$ cat src/design/gsa_pkg.sv
// Package for the generational slot allocator: widths, operation and status
// codes, sequencer states and the slot entry type. No dependencies.
`default_nettype none
package gsa_pkg;
  localparam int CAPACITY = 32;
  localparam int SLOT_W   = 5;
  localparam int CNT_W    = 6;
  localparam int GEN_W    = 16;
  localparam int PAY_W    = 32;
  localparam int TIME_W   = 32;

  localparam logic [2:0] MODE_ADD     = 3'd0;
  localparam logic [2:0] MODE_DEACT_H = 3'd1;
  localparam logic [2:0] MODE_DEACT_I = 3'd2;
  localparam logic [2:0] MODE_SWEEP   = 3'd3;
  localparam logic [2:0] MODE_CLEAN   = 3'd4;
  localparam logic [2:0] MODE_QUERY   = 3'd5;

  localparam logic [2:0] ST_OK      = 3'd0;
  localparam logic [2:0] ST_FULL    = 3'd1;
  localparam logic [2:0] ST_BADH    = 3'd2;
  localparam logic [2:0] ST_STALE   = 3'd3;
  localparam logic [2:0] ST_MISS    = 3'd4;
  localparam logic [2:0] ST_NOTHING = 3'd5;

  typedef enum logic [2:0] {
    S_IDLE, S_ADD, S_LOOK, S_SWEEP, S_CSCAN, S_CSHIFT, S_REBUILD, S_EMIT
  } state_t;

  typedef struct packed {
    logic              act;
    logic [GEN_W-1:0]  gen;
    logic [PAY_W-1:0]  pay;
    logic [TIME_W-1:0] expiry;
  } entry_t;

  typedef struct packed {
    logic              en;
    logic [SLOT_W-1:0] addr;
    entry_t            data;
  } entry_wr_t;

  typedef struct packed {
    logic              en;
    logic [SLOT_W-1:0] addr;
    logic [SLOT_W-1:0] data;
  } fs_wr_t;
endpackage
`default_nettype wire

$ cat src/design/gsa_alu.sv
// Shared compare/subtract unit: expiry against present tick.
// Depends on gsa_pkg.
`default_nettype none
module gsa_alu (
  input  wire logic [gsa_pkg::TIME_W-1:0] expiry,
  input  wire logic [gsa_pkg::TIME_W-1:0] now,
  output logic                            expired,
  output logic [gsa_pkg::TIME_W-1:0]      remain
);
  import gsa_pkg::*;
  logic [TIME_W:0] diff;

  assign diff    = {1'b0, expiry} - {1'b0, now};
  // expired when expiry is not after now
  assign expired = diff[TIME_W] | (diff[TIME_W-1:0] == '0);
  assign remain  = expired ? '0 : diff[TIME_W-1:0];
endmodule
`default_nettype wire

$ cat src/design/gsa_store.sv
// Slot table and free stack storage, one read address each.
// Depends on gsa_pkg.
`default_nettype none
module gsa_store (
  input  wire logic                      clk,
  input  wire logic [gsa_pkg::SLOT_W-1:0] rd_addr,
  output gsa_pkg::entry_t                rd_entry,
  input  wire gsa_pkg::entry_wr_t        wr,
  input  wire logic [gsa_pkg::SLOT_W-1:0] fs_rd_addr,
  output logic [gsa_pkg::SLOT_W-1:0]     fs_rd_data,
  input  wire gsa_pkg::fs_wr_t           fs_wr
);
  import gsa_pkg::*;
  entry_t            slots_r [CAPACITY];
  logic [SLOT_W-1:0] stack_r [CAPACITY];

  always_ff @(posedge clk) begin
    if (wr.en) begin
      slots_r[wr.addr] <= wr.data;
    end
    if (fs_wr.en) begin
      stack_r[fs_wr.addr] <= fs_wr.data;
    end
  end

  assign rd_entry   = slots_r[rd_addr];
  assign fs_rd_data = stack_r[fs_rd_addr];
endmodule
`default_nettype wire

$ cat src/design/generational_slot_allocator.sv
// Top level of the generational slot allocator: sequencer, counters, output
// register. Depends on gsa_pkg, gsa_store and gsa_alu.
//
//  channel | dir | payload
//  in_     | in  | one operation (mode and operands) per transfer
//  out_    | out | result transfers; tlast marks the final one of an operation
//
// Add, deactivate and query pass through capture, one table access and the
// result. Sweep walks used_count slots, one per cycle while out_tready does
// not stall it; cleanup scans down one slot a cycle, shifts each entry above
// a gap down by one slot and then closes the gap, then rebuilds the free
// stack from the inactive slots. The single table read port and the shared
// subtractor serialise these steps. A stalled out_tready holds the
// sequencer at its next result. rst_n clears counters and control only.
`default_nettype none
module generational_slot_allocator (
  input  wire logic         clk,
  input  wire logic         rst_n,
  input  wire logic         in_tvalid,
  output logic              in_tready,
  // mode[2:0] payload[34:3] expire_time[66:35] current_time[98:67]
  // slot[103:99] handle_generation[119:104] max_removals[125:120]
  input  wire logic [127:0] in_tdata,
  output logic              out_tvalid,
  input  wire logic         out_tready,
  // out_slot[4:0] out_generation[20:5] status[23:21] removed_count[29:24]
  // remaining_time[61:30] out_payload[93:62]
  output logic [95:0]       out_tdata,
  output logic              out_tlast
);
  import gsa_pkg::*;

  state_t state_r, state_nxt;

  logic [2:0]        mode_r;
  logic [PAY_W-1:0]  pay_r;
  logic [TIME_W-1:0] exp_r, now_r;
  logic [SLOT_W-1:0] slot_r;
  logic [GEN_W-1:0]  hgen_r;
  logic [CNT_W-1:0]  maxrem_r;

  logic [CNT_W-1:0]  used_r, used_nxt, fc_r, fc_nxt, idx_r, idx_nxt;
  logic [CNT_W-1:0]  removed_r, removed_nxt;
  logic [SLOT_W-1:0] j_r, j_nxt;
  logic              pend_r, pend_nxt;

  logic [SLOT_W-1:0] res_slot_r, res_slot_nxt;
  logic [GEN_W-1:0]  res_gen_r, res_gen_nxt;
  logic [2:0]        res_st_r, res_st_nxt;
  logic [TIME_W-1:0] res_rem_r, res_rem_nxt;
  logic [PAY_W-1:0]  res_pay_r, res_pay_nxt;

  logic              out_valid_r, out_valid_nxt, out_last_r;
  logic [95:0]       out_data_r;
  logic              out_load, out_load_last;

  logic              accept, out_free;
  logic [SLOT_W-1:0] rd_addr, fs_rd_addr, fs_top;
  entry_t            rd_entry;
  entry_wr_t         wr;
  fs_wr_t            fs_wr;
  logic              expired;
  logic [TIME_W-1:0] remain;
  logic [CNT_W-1:0]  idx_dec, jp1;
  logic [GEN_W-1:0]  gen_inc;
  logic              in_range, hit;

  gsa_store u_store (
    .clk(clk), .rd_addr(rd_addr), .rd_entry(rd_entry), .wr(wr),
    .fs_rd_addr(fs_rd_addr), .fs_rd_data(fs_top), .fs_wr(fs_wr)
  );

  gsa_alu u_alu (
    .expiry(rd_entry.expiry), .now(now_r), .expired(expired), .remain(remain)
  );

  assign in_tready  = (state_r == S_IDLE);
  assign accept     = in_tvalid & in_tready;
  assign out_free   = ~out_valid_r | out_tready;
  assign out_tvalid = out_valid_r;
  assign out_tdata  = out_data_r;
  assign out_tlast  = out_last_r;

  assign idx_dec    = idx_r - CNT_W'(1);
  assign jp1        = {1'b0, j_r} + CNT_W'(1);
  assign fs_rd_addr = SLOT_W'(fc_r - CNT_W'(1));
  assign in_range   = {1'b0, slot_r} < used_r;
  assign hit        = (idx_r < used_r) & rd_entry.act & expired;
  assign gen_inc    = (rd_entry.gen + GEN_W'(1) == '0) ? GEN_W'(1)
                                                       : rd_entry.gen + GEN_W'(1);

  // Table read address
  always_comb begin
    unique case (state_r)
      S_ADD:              rd_addr = fs_top;
      S_SWEEP, S_REBUILD: rd_addr = idx_r[SLOT_W-1:0];
      S_CSCAN:            rd_addr = idx_dec[SLOT_W-1:0];
      S_CSHIFT:           rd_addr = jp1[SLOT_W-1:0];
      default:            rd_addr = slot_r;
    endcase
  end

  // Next state
  always_comb begin
    state_nxt = state_r;
    unique case (state_r)
      S_IDLE: begin
        if (accept) begin
          unique case (in_tdata[2:0])
            MODE_ADD:                               state_nxt = S_ADD;
            MODE_DEACT_H, MODE_DEACT_I, MODE_QUERY: state_nxt = S_LOOK;
            MODE_SWEEP:                             state_nxt = S_SWEEP;
            MODE_CLEAN:                             state_nxt = S_CSCAN;
            default:                                state_nxt = S_EMIT;
          endcase
        end
      end
      S_ADD, S_LOOK: state_nxt = S_EMIT;
      S_SWEEP: begin
        if (idx_r >= used_r) state_nxt = S_EMIT;
      end
      S_CSCAN: begin
        if (idx_r == '0 || removed_r >= maxrem_r) begin
          state_nxt = (removed_r != '0) ? S_REBUILD : S_EMIT;
        end else if (!rd_entry.act) begin
          state_nxt = S_CSHIFT;
        end
      end
      S_CSHIFT: begin
        if (jp1 >= used_r) state_nxt = S_CSCAN;
      end
      S_REBUILD: begin
        if (idx_r >= used_r) state_nxt = S_EMIT;
      end
      S_EMIT: begin
        if (out_free) state_nxt = S_IDLE;
      end
      default: state_nxt = S_IDLE;
    endcase
  end

  // Datapath and counters
  always_comb begin
    used_nxt      = used_r;
    fc_nxt        = fc_r;
    idx_nxt       = idx_r;
    removed_nxt   = removed_r;
    j_nxt         = j_r;
    pend_nxt      = pend_r;
    res_slot_nxt  = res_slot_r;
    res_gen_nxt   = res_gen_r;
    res_st_nxt    = res_st_r;
    res_rem_nxt   = res_rem_r;
    res_pay_nxt   = res_pay_r;
    out_load      = 1'b0;
    out_load_last = 1'b0;
    wr            = '0;
    fs_wr         = '0;
    wr.addr       = rd_addr;
    wr.data       = rd_entry;
    wr.data.act   = 1'b0;
    fs_wr.addr    = fc_r[SLOT_W-1:0];
    fs_wr.data    = rd_addr;

    unique case (state_r)
      S_IDLE: begin
        if (accept) begin
          res_slot_nxt = '0;
          res_gen_nxt  = '0;
          res_rem_nxt  = '0;
          res_pay_nxt  = '0;
          res_st_nxt   = (in_tdata[2:0] > MODE_QUERY) ? ST_MISS : ST_OK;
          pend_nxt     = 1'b0;
          removed_nxt  = '0;
          idx_nxt      = (in_tdata[2:0] == MODE_CLEAN) ? used_r : '0;
        end
      end
      S_ADD: begin
        wr.data.pay    = pay_r;
        wr.data.expiry = exp_r;
        wr.data.act    = 1'b1;
        if (fc_r != '0) begin
          wr.en        = 1'b1;
          wr.data.gen  = gen_inc;
          fc_nxt       = fc_r - CNT_W'(1);
          res_slot_nxt = fs_top;
          res_gen_nxt  = gen_inc;
        end else if (used_r < CNT_W'(CAPACITY)) begin
          wr.en        = 1'b1;
          wr.addr      = used_r[SLOT_W-1:0];
          wr.data.gen  = GEN_W'(1);
          used_nxt     = used_r + CNT_W'(1);
          res_slot_nxt = used_r[SLOT_W-1:0];
          res_gen_nxt  = GEN_W'(1);
        end else begin
          res_st_nxt = ST_FULL;
        end
      end
      S_LOOK: begin
        res_slot_nxt = slot_r;
        if (mode_r == MODE_QUERY) begin
          if (in_range && rd_entry.act) begin
            res_rem_nxt = remain;
            res_pay_nxt = rd_entry.pay;
          end else begin
            res_st_nxt = ST_MISS;
          end
        end else if (mode_r == MODE_DEACT_H && hgen_r == '0) begin
          res_st_nxt = ST_BADH;
        end else if (!in_range) begin
          res_st_nxt = ST_MISS;
        end else if (mode_r == MODE_DEACT_H && rd_entry.gen != hgen_r) begin
          res_st_nxt = ST_STALE;
        end else if (!rd_entry.act) begin
          res_st_nxt = ST_MISS;
        end else begin
          // retire: drop the active flag, push the slot on the free stack
          wr.en = 1'b1;
          if (fc_r < CNT_W'(CAPACITY)) begin
            fs_wr.en = 1'b1;
            fc_nxt   = fc_r + CNT_W'(1);
          end
        end
      end
      S_SWEEP: begin
        if (idx_r >= used_r) begin
          if (!pend_r) begin
            res_st_nxt   = ST_NOTHING;
            res_slot_nxt = '0;
          end
        end else if (hit) begin
          if (!pend_r || out_free) begin
            wr.en = 1'b1;
            if (fc_r < CNT_W'(CAPACITY)) begin
              fs_wr.en = 1'b1;
              fc_nxt   = fc_r + CNT_W'(1);
            end
            out_load     = pend_r;
            res_slot_nxt = idx_r[SLOT_W-1:0];
            pend_nxt     = 1'b1;
            idx_nxt      = idx_r + CNT_W'(1);
          end
        end else begin
          idx_nxt = idx_r + CNT_W'(1);
        end
      end
      S_CSCAN: begin
        if (idx_r == '0 || removed_r >= maxrem_r) begin
          res_rem_nxt = '0;
          if (removed_r != '0) begin
            fc_nxt  = '0;
            idx_nxt = '0;
          end
        end else begin
          idx_nxt = idx_dec;
          j_nxt   = idx_dec[SLOT_W-1:0];
        end
      end
      S_CSHIFT: begin
        if (jp1 < used_r) begin
          wr.en       = 1'b1;
          wr.addr     = j_r;
          wr.data.act = rd_entry.act;
          j_nxt       = jp1[SLOT_W-1:0];
        end else begin
          used_nxt    = used_r - CNT_W'(1);
          removed_nxt = removed_r + CNT_W'(1);
        end
      end
      S_REBUILD: begin
        if (idx_r < used_r) begin
          if (!rd_entry.act && fc_r < CNT_W'(CAPACITY)) begin
            fs_wr.en = 1'b1;
            fc_nxt   = fc_r + CNT_W'(1);
          end
          idx_nxt = idx_r + CNT_W'(1);
        end
      end
      S_EMIT: begin
        if (out_free) begin
          out_load      = 1'b1;
          out_load_last = 1'b1;
        end
      end
      default: ;
    endcase

    out_valid_nxt = out_load | (out_valid_r & ~out_tready);
  end

  always_ff @(posedge clk) begin
    if (!rst_n) begin
      state_r     <= S_IDLE;
      used_r      <= '0;
      fc_r        <= '0;
      idx_r       <= '0;
      removed_r   <= '0;
      pend_r      <= 1'b0;
      out_valid_r <= 1'b0;
    end else begin
      state_r     <= state_nxt;
      used_r      <= used_nxt;
      fc_r        <= fc_nxt;
      idx_r       <= idx_nxt;
      removed_r   <= removed_nxt;
      pend_r      <= pend_nxt;
      out_valid_r <= out_valid_nxt;
    end
  end

  // Operands and result payload
  always_ff @(posedge clk) begin
    if (accept) begin
      mode_r   <= in_tdata[2:0];
      pay_r    <= in_tdata[34:3];
      exp_r    <= in_tdata[66:35];
      now_r    <= in_tdata[98:67];
      slot_r   <= in_tdata[103:99];
      hgen_r   <= in_tdata[119:104];
      maxrem_r <= in_tdata[125:120];
    end
    j_r        <= j_nxt;
    res_slot_r <= res_slot_nxt;
    res_gen_r  <= res_gen_nxt;
    res_st_r   <= res_st_nxt;
    res_rem_r  <= res_rem_nxt;
    res_pay_r  <= res_pay_nxt;
    if (out_load) begin
      out_data_r <= {2'b00, res_pay_r, res_rem_r,
                     (mode_r == MODE_CLEAN) ? removed_r : CNT_W'(0),
                     res_st_r, res_gen_r, res_slot_r};
      out_last_r <= out_load_last;
    end
  end
endmodule
`default_nettype wire
$ cat config.mk
export PLATFORM = sky130hd
export DESIGN_NAME = generational_slot_allocator
export DESIGN_NICKNAME = d
export VERILOG_FILES = /design/src/design/gsa_pkg.sv /design/src/design/gsa_alu.sv /design/src/design/gsa_store.sv /design/src/design/generational_slot_allocator.sv
export SDC_FILE = /design/constraint.sdc
export NUM_CORES = 2
export LEC_CHECK = 0
export BUFFER_PORTS_ARGS = -buffer_cell sky130_fd_sc_hd__buf_2
export CAP_MARGIN = 20
export CORE_MARGIN = 4
export CORE_UTILIZATION = 35
export DETAILED_ROUTE_END_ITERATION = 10
export HOLD_SLACK_MARGIN = 0.1
export PLACE_DENSITY = 0.52
export SYNTH_ARGS = -nofsm -noshare
export SYNTH_HDL_FRONTEND = slang
export SYNTH_SLANG_ARGS = --single-unit
$ cat constraint.sdc
create_clock -name clk -period 30.1 [get_ports clk]
set_clock_uncertainty 0.05 [all_clocks]
set_input_delay 3.01 -clock clk [delete_from_list [all_inputs] [get_ports clk]]
set_output_delay 3.01 -clock clk [all_outputs]
set_load 0.03 [all_outputs]
== After elaboration in Yosys (flattened, before gate mapping) ==
Memories as Yosys holds them, arrays and structs flattened.
Cells that the tools add are included.

* Add/subtract/negate cells: 10
* Order comparisons: 9
* Equality and inequality tests: 52
* Muxes and demuxes: 121
* Bitwise gates (word level): 9
* Reduce and logical (&&, ||, !) cells: 41

{| class="wikitable"
|+ Operator list
! cell !! count
|-
| 32-bit 2-to-1 mux || 7
|-
| 6-bit 2-to-1 mux || 27
|-
| 16-bit 2-to-1 mux || 6
|-
| 32-bit case mux with 3 select lines || 1
|-
| 80-bit 2-to-1 mux || 1
|-
| 32-bit case mux with 2 select lines || 1
|-
| 3-bit 2-to-1 mux || 18
|-
| 5-bit 2-to-1 mux || 10
|-
| 2-bit != test (second input constant) || 25
|-
| 5-bit case mux with 4 select lines || 2
|-
| 6-bit case mux with 2 select lines || 3
|-
| 1-bit 2-to-1 mux || 33
|-
| 32-bit by 32-bit subtractor with 33-bit output || 1
|-
| 16-bit zero test || 2
|-
| 32-bit zero test || 1
|-
| 16-bit case mux with 2 select lines || 1
|-
| 6-bit case mux with 5 select lines || 1
|-
| 6-bit by 1-bit adder with 6-bit output (second input constant) || 4
|-
| 3-bit == test (second input constant) || 8
|-
| 3-bit != test (second input constant) || 8
|-
| 3-bit case mux with 4 select lines || 2
|-
| 6-bit case mux with 4 select lines || 1
|-
| 6-bit >= comparator || 3
|-
| 3-bit case mux with 6 select lines || 1
|-
| 38 further kinds || 75
|}

* Bits in registers: 343
* RAM bits: 2752
* Output and inout bits: 99
* Word-level logic and storage cells: 267
* Memories: 2

{| class="wikitable"
|+ Memory list
! name !! depth !! width !! rd ports !! clocked after memory_dff !! write ports !! line !! text
|-
| u_store.slots_r || 32 || 81 || 1 || 0 || 1 || gsa_store.sv:14 || <nowiki>entry_t slots_r [CAPACITY];</nowiki>
|-
| u_store.stack_r || 32 || 5 || 1 || 0 || 1 || gsa_store.sv:15 || <nowiki>logic [SLOT_W-1:0] stack_r [CAPACITY];</nowiki>
|}

== Logic depth before layout (Yosys ltp) ==
An unclocked memory read counts as a cell.

* Depth after elaboration: 13
* Depth in mapped cells: 44

== By module ==
From an unflattened synthesis, not the netlist that was laid out.

* Cell total of the unflattened synthesis: 5938
* Area, all modules: 120883.4 µm²

{| class="wikitable"
|+ By module, submodules not included
! module !! instances !! cells each !! area an instance (µm²) !! seq. area each (µm²)
|-
| gsa_store || 1 || 4269 || 103100.1 || 82639.3
|-
| generational_slot_allocator || 1 || 1281 || 15287.2 || 10009.6
|-
| gsa_alu || 1 || 388 || 2496.1 || 0.0
|}

== Worst setup path before layout ==
OpenSTA, ideal clock, no wires.

* Kind: reg2reg
* Start: reg fc_r[0]
* End: mem u_store.slots_r[20][0] in the netlist's numbering (enable)
* Library setup time: 620 ps
* Arrival: 14777 ps
* Slack: 14654 ps
* Stages on the path, launching flop included: 43
* Clock period less this slack: 15446 ps
* Cell sequence: dfxtp_1 -> buf_4 -> buf_4 -> inv_2 -> clkbuf_1 -> ha_1 -> buf_2 -> buf_2 -> mux4_2 -> a2111oi_0 -> nor4_2 -> a21oi_4 -> buf_4 -> buf_4 -> buf_4 -> buf_2 -> clkbuf_1 -> clkbuf_1 -> (+7 left out) -> ha_1 -> fa_1 -> nor2b_1 -> o21ai_0 -> a21boi_0 -> o311ai_1 -> o31ai_1 -> nor2_1 -> xor2_1 -> and4b_1 -> nor4bb_1 -> nand4b_1 -> o31ai_1 -> and3b_1 -> nand3_1 -> nor4b_2 -> buf_6 -> nor3_1

* Word-level cells in the longest chain between the ends: 13

{| class="wikitable"
|+ RTL lines
! item !! line !! text
|-
| from (decl) || generational_slot_allocator.sv:42 || <nowiki>logic [CNT_W-1:0] used_r, used_nxt, fc_r, fc_nxt, idx_r, idx_nxt;</nowiki>
|-
| from (signal assigned) || generational_slot_allocator.sv:303 || <nowiki>fc_r <= fc_nxt;</nowiki>
|-
| 6-bit by 1-bit subtractor with 6-bit output || n/a ||
|-
| memory 32 x 5 bit || n/a ||
|-
| 5-bit case mux with 4 select lines || generational_slot_allocator.sv:94 || <nowiki>unique case (state_r)</nowiki>
|-
| memory 32 x 81 bit || n/a ||
|-
| 32-bit by 32-bit subtractor with 33-bit output / 16-bit != test (equally long branches) || gsa_alu.sv:13, generational_slot_allocator.sv:212 ||
|-
| 32-bit zero test / 1-bit logical AND (equally long branches) || gsa_alu.sv:15, generational_slot_allocator.sv:212 ||
|-
| 1-bit OR / 1-bit 2-to-1 mux (equally long branches) || gsa_alu.sv:15, generational_slot_allocator.sv:212 ||
|-
| 1-bit AND / 1-bit 2-to-1 mux (equally long branches) || generational_slot_allocator.sv:88, generational_slot_allocator.sv:210 ||
|-
| 1-bit 2-to-1 mux, on equally long branches || generational_slot_allocator.sv:231, generational_slot_allocator.sv:208 ||
|-
| 1-bit 2-to-1 mux, on equally long branches || generational_slot_allocator.sv:226, generational_slot_allocator.sv:201 ||
|-
| 1-bit case mux with 4 select lines || generational_slot_allocator.sv:165 || <nowiki>unique case (state_r)</nowiki>
|-
| 1-bit 2-to-1 mux || gsa_store.sv:18 || <nowiki>if (wr.en) begin</nowiki>
|-
| 1-bit 2-to-1 mux (not written as such) || gsa_store.sv:19 || <nowiki>slots_r[wr.addr] <= wr.data;</nowiki>
|-
| to (decl) || gsa_store.sv:14 ||
|}

Parallel ways exist; a longest one is shown, timed or not.

== Final worst setup path ==
* Start: reg fc_r[0]
* End: mem u_store.slots_r[8][49] in the netlist's numbering (enable)

Same word-level chain as after synthesis.

==> key figures <==
Setup path
  – Most used cell, CP: buf_4
  – Critical path arrival: 17.88 ns
  – Worst setup EP type: flip-flop
  – Worst EP required: 30.59 ns
  – Setup CP Type: flip-flop to flip-flop
  – Slowest cell on crit path: buf_4
  – Startpoint types: flip-flop
  – Crit Path Max Fanout: 111
  – Max stage delay on crit path: 0.98 ns

CTS
  – Hold-fix buffers, CTS: 0
  – Clock root buffer: clkbuf_16
  – Post-CTS Resized: 0
  – CTS tree: built
  – H-tree levels: 5
  – Clock Path Buffers: 4
  – Worst-Skew Late Latency: 0.95 ns
  – Clock buffer count from CTS: 340
  – Setup Buffers After CTS: 0
  – Sink count of the clock tree: 3095
  – CTS clk-pin slew, worst paths: 0.06 ns

Floorplan
  – Initial Utilization: 35.15%
  – Die ar.: 370200 sq um
  – Ports: 231
  – Core region area: 358900 sq um
  – Chip width: 608.4 um
  – FP Rows: 220
  – Die Y: 608.4 um

Placed design
  – # port buffers: 226
  – GP Congestion: 0.8390
  – DP HPWL: 194400 um

Routing
  – Drt total wl: 383600 um
  – Initial DRT Pass Iterations: 8
  – Post-route DRC: 0
  – Final ANT Viol Nets: 0
  – Routed vias: 82070
  – Per-cell routed wire length: 25.52 um
  – DRT iter0 DRCs: 9024
  – Vias/cell: 5.461

Global route
  – Vias in the first global route: 78460
  – Antenna violations before repair: 15
  – Overall Global Routing Usage: 19.91%
  – Remaining Overflow, GRT: 0
  – Largest net degree at the start of global routing: 238
  – First-pass GRT wire length: 549500 um

Synth
  – Async SR Flop Fraction: 0%
  – Mapped Cells: 9778
  – Syn_area_per_cell: 12.90 sq um
  – Main flop type after synthesis: edfxtp_1
  – Post-synth cell types: 96
  – Yosys reg bits: 3095
  – Yosys warning count: 0
  – Cell Area, Synth: 126200 sq um
  – Most frequent cell after synthesis: edfxtp_1
  – Area fraction of the dominant cell type after synthesis: 72.97%
  – Sequential cell area fraction in the yosys report: 73.43%
  – Post-synth EDFFs: 3066
  – Yosys top cell by area: edfxtp_1
  – Synth top area cells: edfxtp_1 (73%), nand2_1 (7.2%), nand3_1 (6.8%)
  – Commonest cells in the netlist: edfxtp_1 (3066), nand2_1 (2412), nand3_1 (1722)

STA
  – Max-slew violation count: 0
  – Fmax: 0.05750 GHz
  – TNS Setup: 0 ns
  – Final Hold Vio Count: 0
  – Worst Max-Slew Pin Slew: 1.265 ns
  – Final min period: 17.39 ns
  – Slew margin rel.: 15.66%
  – Tcrit/Tclk final: 57.78%
  – Final setup fails: 0
  – RSZ-0062 raised after global routing: no

Hold path
  – Worst Hold Class: flip-flop to flip-flop

Layout
  – Area grow syn2layout: 14.62%
  – Share of cells above drive strength 1: 11.16%
  – Final core utilization: 40.29%
  – Final nets: 10180

Flow run
  – Max_cap viols: 0

Outcome
  – Status: complete, no violations
==> layout by cell type, fill, tap and decap left out, drive strengths merged, types with 22 or more instances in the layout <==
master,n
mux4,23
a221oi,22
mux2i,143
nand3,1722
xor2,36
a21o,41
nor2,361
a32oi,26
o21ai,77
bufinv,26
inv,101
a21oi,166
and2,28
xnor2,37
a2111oi,27
clkbuf,422
buf,482
nor3,78
a311oi,142
nand2,2414
ha,69
nand4,48
dfxtp,29
clkinv,147
a211oi,35
a31oi,62
edfxtp,3066
a31o,33
and3,95
==> final cells by class <==
cell class                 instances  area (sq um)
fill                           33060        214300
sequential                      3095         92650
multi-input combinational       5969         31180
clock buffer                     422          8975
tap                             4773          5972
timing repair buffer             482          3645
clock inverter                   197          1812
inverter                          90         380.4
antenna                            1         2.502
==> kinds of logic after synthesis <==
| logic type | Yosys count | synth area share [%] |
|---|---|---|
| simple gates | 4853 | 16.87 |
| mux | 183 | 1.697 |
| compound gates | 787 | 4.532 |
| xor+xnor | 73 | 0.5068 |
| flops | 3095 | 73.43 |
| buf+inv | 715 | 2.238 |
| fa+ha+maj | 71 | 0.7160 |
| other cells | 1 | 0.002972 |
==> metal layers <==
layer / GRT usage (%) / vias up / wire, um
li1: - / 36520 / -
met1: 28.16 / 41840 / 167600
met2: 31.77 / 3107 / 177500
met3: 3.249 / 600 / 27910
met4: 5.541 / 2 / 10640
met5: 0 / - / 13
==> stage by stage <==
| stage | std cells | hold WS, ns | instance area [sq um] | worst slack (ns) |
|---|---|---|---|---|
| final | 15030 | 0.3576 | 144600 | 12.71 |
| after global routing | 15030 | 0.3591 | 144600 | 11.56 |
| after CTS | 14990 | 0.3596 | 144100 | 12.27 |
| after detailed placement | 14380 | 0.3545 | 133300 | 12.32 |
| after global placement | 14370 | 0.3546 | 133200 | 12.38 |
| after floorplan | 9779 | 0.3503 | 126200 | 14.65 |
==> state kept, by name (all words and copies together), names as in the netlist, 5 cells and up <==
register / flops
maxrem_r: 6
u_store.stack_r: 160
now_r: 32
res_rem_r: 32
u_store.slots_r: 2592
exp_r: 32
out_tdata: 94
idx_r: 6
res_slot_r: 5
removed_r: 6
j_r: 5
used_r: 6
slot_r: 5
fc_r: 6
pay_r: 32
res_gen_r: 16
res_pay_r: 32
hgen_r: 16
==> final timing paths <==
kind / cells after the start / from / slack, ns / to
setup / recovery: 37 / fc_r[0] / 12.71 / u_store.slots_r[8][49]
hold / removal: 0 / res_rem_r[16] / 0.36 / out_tdata[46]
setup reg to reg: 37 / fc_r[0] / 12.71 / u_store.slots_r[8][49]
hold reg to reg: 0 / res_rem_r[16] / 0.36 / out_tdata[46]
==> critical path, delay by kind of cell, from the launching register on <==
family / cells / cell delay [ns]
buf+inv: 12 / 7.43
compound gates: 9 / 3.88
simple gates: 12 / 3.17
fa+ha+maj: 2 / 1.06
flops: 1 / 0.31
mux: 1 / 0.31
xor+xnor: 1 / 0.24
Power is left out: the tool's default activity adds up to more than one toggle a clock period on the data nets, which glitch-free logic cannot reach.
